## config.mk

```make
export PLATFORM = sky130hd
export DESIGN_NAME = pls_ram
export DESIGN_NICKNAME = d
export VERILOG_FILES = /design/src/design/pls_ram.sv
export SDC_FILE = /design/constraint.sdc
export NUM_CORES = 1
export LEC_CHECK = 0
export BUFFER_PORTS_ARGS = -buffer_cell sky130_fd_sc_hd__buf_2
export CAP_MARGIN = 0
export CORE_MARGIN = 1
export CORE_UTILIZATION = 55
export CTS_CLUSTER_DIAMETER = 150
export DETAILED_ROUTE_END_ITERATION = 6
export GPL_TIMING_DRIVEN = 0
export HOLD_SLACK_MARGIN = 0.03
export PLACE_DENSITY = 0.78
export SYNTH_ARGS = -nofsm -noshare
export SYNTH_HDL_FRONTEND = slang
export SYNTH_SLANG_ARGS = --single-unit
```

## constraint.sdc

```tcl
create_clock -name clk -period 2.65 [get_ports clk]
set_input_delay 0 -clock clk [delete_from_list [all_inputs] [get_ports clk]]
set_output_delay 0 -clock clk [all_outputs]
set_load 0.005 [all_outputs]
```

## src/design/pls_ram.sv

```systemverilog
module pls_ram #(
    parameter int WIDTH = 8,
    parameter int DEPTH = 32
) (
    input  logic                                    clk,
    input  logic                                    wr_en,
    input  logic [((DEPTH > 1) ? $clog2(DEPTH) : 1)-1:0] wr_addr,
    input  logic [WIDTH-1:0]                        wr_data,
    input  logic                                    rd_en,
    input  logic [((DEPTH > 1) ? $clog2(DEPTH) : 1)-1:0] rd_addr,
    output logic [WIDTH-1:0]                        rd_data
);

    logic [WIDTH-1:0] mem [DEPTH];

    always_ff @(posedge clk)
    begin
        if (wr_en)
        begin
            mem[wr_addr] <= wr_data;
        end
        if (rd_en)
        begin
            rd_data <= mem[rd_addr];
        end
    end

endmodule

```

==> reports/metrics.cfg <==
[clock_tree]
clk_pin_slew_ns = 0.06
cts_buffer_depth = 3
postCtsSetupBuffers = 0
clock-sinks = 264
clk_latency_ns = 0.51
root_buffer = clkbuf_16
h-tree-depth = 1
cts_tree = done
numCtsBuffers = 25

[critical_path]
worst_setup_path_start_kind = input port
crit_chain = clkbuf_1 > clkbuf_1 > mux4_2 > mux4_2 > mux2_2
cpPeakStageDelay_ns = 0.63
crit_type = input port to flop
critPathCaptureType = flop
cp_max_fo = 10
cp.arrival_ns = 2.33
cpMaxStageDelayCell = clkbuf_1
worstPathRequired_ns = 2.89

[timing]
period_minus_slack_ns = 2.09
slew_violations = 0
relSlewSlack = 0.453
tightestPinTransition_ns = 0.818
setup_viol = 0
tns_ns = 0
rsz0062_at_grt = false
fmax_mhz = 478
fin_crit_sh = 0.789
fin_worst_skew_ns = 0.0168
hold_violations = 0

[status]
status = complete, no violations

[drt]
ant_nets = 0
post-route-drc-count = 0
wl_mm = 18.9
wl_per_cell_um = 26.4
viasPerCell = 6.16
drt_iter0_drc = 574
drtPass1Iterations = 5
num_vias = 4414

[logic_synthesis]
synthCells = 417
synth_compound_area_frac = 0
synth_top_area_share = 0.782
async_reset_ff_frac = 0
synth_xor_area_frac = 0
synth.most_common_cell = edfxtp_1
synth_top_cell_by_area = edfxtp_1
ys.flop_type = edfxtp_1
netlist_top_cells_count = edfxtp_1, mux4_2, nor2_1
ys_warn_count = 0
yosys_register_bits = 264
synth_top_family_by_area = multiplexers
synth_adder_area_share = 0
synthesis.nets = 438
synth_edf_count = 264
synthDistinctLibCells = 14
synthTopCellsByArea = edfxtp_1, mux4_2, nor2_1
synthMuxAreaShare = 0.187
synth.avg_cell_area_um2 = 24.3
synth-seq-area-share = 0.782
syn_area_um2 = 10100
synth_simple_gate_area_frac = 0.0205

[global_routing]
grt-ovfl-total = 0
grt_max_degree = 33
grt_pass1_vias = 4518
antenna_found_initial = 0
grt_usage = 0.213
grt_pass1_wl_mm = 28.1

[place]
gp_congestion = 0.762
dp_hpwl_mm = 12.1
post_dp_cell_area_um2 = 10500
port_buffers = 23
dp.cells = 669

[flow_run]
cap_violations = 0

[pwr]
sw_frac_of_total = 0.197
seq_power_share = 0.555
total_power_mw = 8.43
p_int_mw = 6.77
switchingPower_mw = 1.66
power_density_nw_per_um2 = 744
p_comb_frac = 0.051
p_leak_nw = 3.50
ir_worst_vdd_v = 0.000462
clkPwrFrac = 0.395

[layout]
fin_area_um2 = 11300
fillers = 1173
areaGrowthSynthToFinish_pct = 11.8
final_nets = 491
antenna_cells = 0
fin_cells = 717
final_layout_size_suffix_gt1_frac = 0.314

[floorplanning]
rows = 49
dieArea_um2 = 19000
die_y_um = 138
coreArea_um2 = 18000
start_util = 0.562
io-pin-count = 29
die_width_um = 138

[worst_hold_path]
hold_class = input port to flop

[metal layers]
metal	share of wire	up-vias	global-route usage	wire length, um
met4	0.012	0	0.0459	232
li1	-	1884	-	-
met3	0.073	16	0.0350	1370
met1	0.42	2319	0.313	7950
met2	0.49	195	0.342	9350
met5	0	-	0	0
[cell families (layout without fill, tap and decap cells)]
kind of cell           after synthesis  count (layout)
muxes                               88              88
and+or+nand+nor                     45              45
DFF                                264             264
buffers and inverters               20              91
[layout by cell type (no fill, tap or decap)]
master,count
or3b_2,3
clkbuf_1,12
buf_6,1
buf_2,24
buf_1,6
buf_4,6
mux2_2,8
mux4_2,80
bufinv_16,2
clkinv_2,3
or3_1,1
dlygate4sd3_1,3
clkinvlp_4,1
nand3b_1,5
nand2_1,1
clkinv_1,8
clkbuf_16,25
nor2_1,33
nand3_1,2
edfxtp_1,264
[cell type report]
cell class                      count  area (um^2)  share of cell area
Sequential cell                   264         7930               0.700
Multi-Input combinational cell    133         2100               0.185
Clock buffer                       31          648              0.0572
Tap cell                          229          287              0.0253
Timing Repair Buffer               26          145              0.0128
Clock inverter                     14          113             0.00994
Buffer                             20          106             0.00939
[flip-flops by register name, summed over array words and instances (netlist names)]
name	flops
rd_data	8
mem	256
[critical path, delay by kind of cell]
kind | cells | cell delay (ns)
multiplexers | 3 | 1.28
buffers and inverters | 2 | 1.03
[power by group through the flow]
stage | clock network [mW] | logic (mW) | registers (mW)
floorplan | 0 | 0.248 | 4.76
global placement | 0 | 0.410 | 4.76
detailed placement | 0 | 0.420 | 4.76
CTS | 3.36 | 0.430 | 4.68
global route | 3.52 | 0.455 | 4.68
finish | 3.32 | 0.426 | 4.68
[worst paths after layout]
| kind | from | to | slack [ns] | cells past startpoint |
|---|---|---|---|---|
| worst max register to register | mem[30][3] | rd_data[3] | 0.64 | 3 |
| worst min-delay path | wr_data[0] | mem[26][0] | 0.03 | 1 |
| worst min register to register | mem[6][6] | rd_data[6] | 1.01 | 3 |
| worst max-delay path | rd_addr[2] | rd_data[0] | 0.56 | 5 |
[stage by stage]
step                 util  worst slack (ns)  hold WS (ns)
detailed placement  0.584            0.0958         0.353
finish              0.628             0.558        0.0346
global route        0.628             0.511        0.0468
CTS                 0.628             0.593        0.0323
global placement    0.584            0.0655         0.323
floorplan               -             0.708        0.0989
[timing repair]
item | 4_1_cts | 5_1_grt
hold buffers | 3 | 0
endpoints found under the hold margin | 53 | 0
resized for setup | 0 | 0
Power figures use the tool's default switching activity.
