==> src/design/pls_pkg.sv <==
package pls_pkg;

    // fixed field widths
    localparam int DIST_W    = 8;
    localparam int CUR_W     = 24;
    localparam int TOT_W     = 29;
    localparam int IDX_OUT_W = 5;
    localparam int CNT_OUT_W = 6;
    localparam int PROD_W    = CUR_W + TOT_W;

    localparam logic [TOT_W-1:0] TOT_MAX = {TOT_W{1'b1}};

    // configuration register indexes
    localparam int CFG_IDX_W = 1;
    localparam logic [CFG_IDX_W-1:0] REG_BUDGET    = 1'd0;
    localparam logic [CFG_IDX_W-1:0] REG_MAX_TOTAL = 1'd1;

    // result kinds
    localparam logic KIND_REPORT  = 1'b0;
    localparam logic KIND_SUMMARY = 1'b1;

    // request to the shared multiply-divide unit
    typedef struct packed {
        logic             start;
        logic [CUR_W-1:0] mult_a;
        logic [TOT_W-1:0] mult_b;
        logic [TOT_W-1:0] divisor;
    } md_req_t;

    // status of the shared multiply-divide unit
    typedef struct packed {
        logic idle;
        logic done;
    } md_stat_t;

    // saturating add of two totals
    function automatic logic [TOT_W-1:0] sat_add(input logic [TOT_W-1:0] a,
                                                 input logic [TOT_W-1:0] b);
        logic [TOT_W:0] s;
        s = {1'b0, a} + {1'b0, b};
        return s[TOT_W] ? TOT_MAX : s[TOT_W-1:0];
    endfunction

endpackage

==> src/design/pls_muldiv.sv <==
module pls_muldiv (
    input  logic                            clk,
    input  logic                            rst_n,
    input  pls_pkg::md_req_t                req,
    output pls_pkg::md_stat_t               stat,
    output logic [pls_pkg::PROD_W-1:0]      quotient
);
    import pls_pkg::*;

    localparam int STEP_W = $clog2(PROD_W);

    typedef enum logic [1:0] {
        MD_IDLE = 2'b01,
        MD_DIV  = 2'b10
    } md_state_t;

    md_state_t         state_reg, state_next;
    logic [STEP_W-1:0] step_reg, step_next;
    logic              done_reg, done_next;
    logic [PROD_W-1:0] quo_reg, quo_next;
    logic [TOT_W-1:0]  rem_reg, rem_next;
    logic [TOT_W-1:0]  div_reg, div_next;
    logic [TOT_W:0]    trial;
    logic              fits;

    // one restoring step: shift in the next dividend bit, subtract if it fits
    assign trial = {rem_reg, quo_reg[PROD_W-1]};
    assign fits  = trial >= {1'b0, div_reg};

    always_comb
    begin
        state_next = state_reg;
        step_next  = step_reg;
        done_next  = 1'b0;
        quo_next   = quo_reg;
        rem_next   = rem_reg;
        div_next   = div_reg;
        case (state_reg)
            MD_IDLE:
            begin
                if (req.start)
                begin
                    // product lands in the dividend shifter
                    quo_next   = PROD_W'(req.mult_a) * PROD_W'(req.mult_b);
                    rem_next   = '0;
                    div_next   = req.divisor;
                    step_next  = '0;
                    state_next = MD_DIV;
                end
            end
            MD_DIV:
            begin
                rem_next = fits ? TOT_W'(trial - {1'b0, div_reg}) : trial[TOT_W-1:0];
                quo_next = {quo_reg[PROD_W-2:0], fits};
                step_next = step_reg + STEP_W'(1);
                if (step_reg == STEP_W'(PROD_W - 1))
                begin
                    done_next  = 1'b1;
                    state_next = MD_IDLE;
                end
            end
            default:
            begin
                state_next = MD_IDLE;
            end
        endcase
    end

    always_ff @(posedge clk or negedge rst_n)
    begin
        if (!rst_n)
        begin
            state_reg <= MD_IDLE;
            done_reg  <= 1'b0;
        end
        else
        begin
            state_reg <= state_next;
            done_reg  <= done_next;
        end
    end

    always_ff @(posedge clk)
    begin
        step_reg <= step_next;
        quo_reg  <= quo_next;
        rem_reg  <= rem_next;
        div_reg  <= div_next;
    end

    assign stat.idle = (state_reg == MD_IDLE);
    assign stat.done = done_reg;
    assign quotient  = quo_reg;

endmodule

==> config.mk <==
export PLATFORM = sky130hd
export DESIGN_NAME = pls_muldiv
export DESIGN_NICKNAME = d
export VERILOG_FILES = /design/src/design/pls_pkg.sv /design/src/design/pls_muldiv.sv
export SDC_FILE = /design/constraint.sdc
export NUM_CORES = 2
export LEC_CHECK = 0
export ABC_AREA = 1
export BUFFER_PORTS_ARGS = -buffer_cell sky130_fd_sc_hd__buf_4
export CAP_MARGIN = 25
export CORE_ASPECT_RATIO = 0.5
export CORE_MARGIN = 2
export CORE_UTILIZATION = 60
export DETAILED_ROUTE_END_ITERATION = 8
export PLACE_DENSITY = 0.78
export SLEW_MARGIN = 20
export SYNTH_ARGS = -nofsm -noshare
export SYNTH_HDL_FRONTEND = slang
export SYNTH_SLANG_ARGS = --single-unit
==> constraint.sdc <==
create_clock -name clk -period 4.1 [get_ports clk]
set_input_delay 0.615 -clock clk [delete_from_list [all_inputs] [get_ports clk]]
set_output_delay 0.615 -clock clk [all_outputs]
set_load 0.005 [all_outputs]
==> results.py <==
metrics = {
    "drt": {
        "dr.pass1.iters": 6,
        "routed_wl_um": 94790,
        "vias_per_cell": 5.218,
        "drtIter0Drc": 2464,
        "wl_per_cell_um": 17.45,
        "drc": 0,
        "vias": 28340,
        "antenna_left": 0,
    },
    "floorplan": {
        "die_w_um": 329.3,
        "fp-row-count": 59,
        "core_area_mm2": 0.05212,
        "start_util_pct": 60.90,
        "pin_count": 140,
        "fp.dieH_um": 166.6,
        "die_area_mm2": 0.05487,
    },
    "critical_path": {
        "startpoint_type": "input port",
        "path_class": "input port to flip-flop",
        "end_kind": "flip-flop",
        "worstPathMaxFanout": 4,
        "required_ps": 4280,
        "worstPathArrival_ps": 6270,
    },
    "place": {
        "place_area_mm2": 0.03606,
        "dp_hpwl_um": 75550,
        "io_buffers": 139,
        "place.gp.congestion": 0.9785,
    },
    "clock_tree": {
        "cts-htree-levels": 4,
        "root_buffer": "clkbuf_16",
        "cts_made_buffers": 17,
        "cts_tree": "yes",
        "clk_pin_slew_ps": 60,
        "clockBufferDepth": 2,
        "clk_latency_ps": 430,
        "cts.sinks": 120,
    },
    "logic_synthesis": {
        "synth-edff-count": 117,
        "synth_seq_area_share_pct": 11.31,
        "yosysMostFrequentCell": "nand2_1",
        "syn_inst": 4398,
        "synth_nets": 5286,
        "yosys.area.top_type_share_pct": 37.40,
        "synth_common_cells": "1469 x nand2_1, 1383 x inv_1, 593 x fa_1, 210 x ha_1, 183 x nor2_1",
        "ys_seq_elements": 120,
        "synthDistinctLibCells": 33,
        "async_flop_share_pct": 2.500,
        "avgSynthCellArea_um2": 7.217,
        "syn_area_mm2": 0.03174,
        "synth-main-ff-cell": "edfxtp_1",
        "yosys_warnings": 0,
        "yosys.area.top_type": "fa_1",
        "synthTopCellsByArea": "fa_1 37%, nand2_1 17%, inv_1 16%",
    },
    "final_layout": {
        "syn_to_final_growth_pct": 23.43,
        "design_area_mm2": 0.03918,
        "multi_input_area_mm2": 0.02454,
        "fill_cells": 3796,
        "final_nets": 5604,
        "utilization_pct": 75.17,
        "seq_area_mm2": 0.003590,
        "drive_gt1_share_pct": 21.66,
        "largest_reg_flops": 53,
    },
    "grt": {
        "grt_antenna_before_repair": 2,
        "grt_pass1_vias": 29340,
        "globalRouteOverflowTotal": 0,
        "grt_pass1_wl_um": 150900,
        "track_usage_pct": 35.09,
        "grt_max_degree": 52,
    },
    "outcome": {
        "status": "finished, violations left",
        "violations": "setup timing",
    },
    "sta": {
        "relSlewSlack_pct": 31.77,
        "clock_skew_ps": 9.035,
        "setup_ws_ps": -1992,
        "finalSetupTns_ps": -80720,
        "worst_pin_slew_ps": 1023,
        "finalHoldViolations": 0,
        "finalMaxSlewViolations": 0,
        "setup_viol": 47,
        "finalCriticalPeriod_ps": 6092,
        "fmax_mhz": 164.1,
        "period_share_pct": 148.6,
        "rsz0062_at_grt": "true",
    },
    "min_path": {
        "hold_path.class": "input port to flip-flop",
    },
    "job": {
        "drv_cap": 0,
    },
}
cell usage in the layout, fill, tap and decap left out, types with 30 or more instances in the layout:
master,Yosys,final
buf_12,0,40
buf_6,5,54
nor2_4,0,38
ha_4,0,46
nor2_1,183,131
fa_2,0,38
a21oi_1,61,39
fa_1,593,555
nand2_4,0,48
inv_2,0,129
inv_1,1383,1252
nand2_1,1469,1290
nand3_1,112,76
ha_1,210,160
edfxtp_1,117,117
nand2_2,3,134
nand3_2,0,30
buf_4,2,332
critical path, cell delays in order:
cell,delay [ps]
buf_12,110
buf_12,140
buf_12,120
nand2_2,60
fa_1,560
inv_2,50
fa_2,560
inv_2,50
fa_2,520
fa_2,430
inv_2,60
fa_2,460
fa_1,500
inv_1,60
fa_1,540
inv_2,60
ha_4,260
nand2_4,110
inv_1,40
nand2_1,70
nand2_2,120
a21oi_2,240
inv_1,60
a21oi_1,180
nand3_1,110
nand3_1,90
nand2_1,60
final timing paths:
kind | start | to | slack (ps) | cells after the start
min | req[0] | div_reg[0]$_DFFE_PP_ | 370 | 1
min reg2reg | quotient[9]$_DFFE_PP_ | quotient[10]$_DFFE_PP_ | 550 | 2
max | req[61] | quotient[39]$_DFFE_PP_ | -1990 | 27
max in group asynchronous | rst_n | state_reg[0]$_DFFE_PN1P_ | 3390 | 2
max reg2reg | quotient[52]$_DFFE_PP_ | rem_reg[22]$_SDFFCE_PN0P_ | 1110 | 13
min in group asynchronous | rst_n | done_reg$_DFF_PN0_ | 520 | 2
cell families (layout without fill, tap and decap cells):
group | after synthesis | count (layout) | synth area share [%]
and+or+nand+nor | 1820 | 1820 | 22.44
buffers and inverters | 1536 | 1866 | 18.32
adders and majority gates | 803 | 803 | 45.68
DFF | 120 | 120 | 11.31
AOI/OAI and AO/OA | 94 | 94 | 1.565
xor gates and xnor gates | 25 | 25 | 0.6898
other | 0 | 2 | 0
metrics by stage:
stage | worst slack, ps | hold slack (ps) | instances
floorplan | -1858 | 319.4 | 4398
global placement | -2503 | 404.3 | 5348
detailed placement | -2593 | 406.7 | 5348
CTS | -1904 | 351.1 | 5418
global route | -2131 | 359.6 | 5430
finish | -1992 | 366.0 | 5431
metal layers:
layer	vias up	part of all wire [%]	global-route usage, %
met5	-	0	0
met4	0	3.2	10.04
met3	210	8.9	5.444
met2	1271	48	57.96
met1	13900	40	48.25
li1	12960	-	-
repair_timing:
action / 4_1_cts / 5_1_grt
endpoints found under the setup margin: 47 / 47
cloned: 3 / 1
hold buffers: 1 / 0
endpoints found under the hold margin: 2 / 0
buffers inserted: 37 / 15
gates resized for setup: 410 / 218
pin swaps: 161 / 131
layout make-up:
type	instances	area share (%)
multi-input cells	2742	62.63
inverters	1383	13.26
repair buffers	452	11.20
flip-flops and latches	120	9.163
well taps	701	2.239
clock buffers	17	1.086
clock inverters	14	0.4024
diodes	2	0.01278
Power is not shown: default switching activity piles up to over one toggle a cycle in this logic, so the estimate is an artifact.
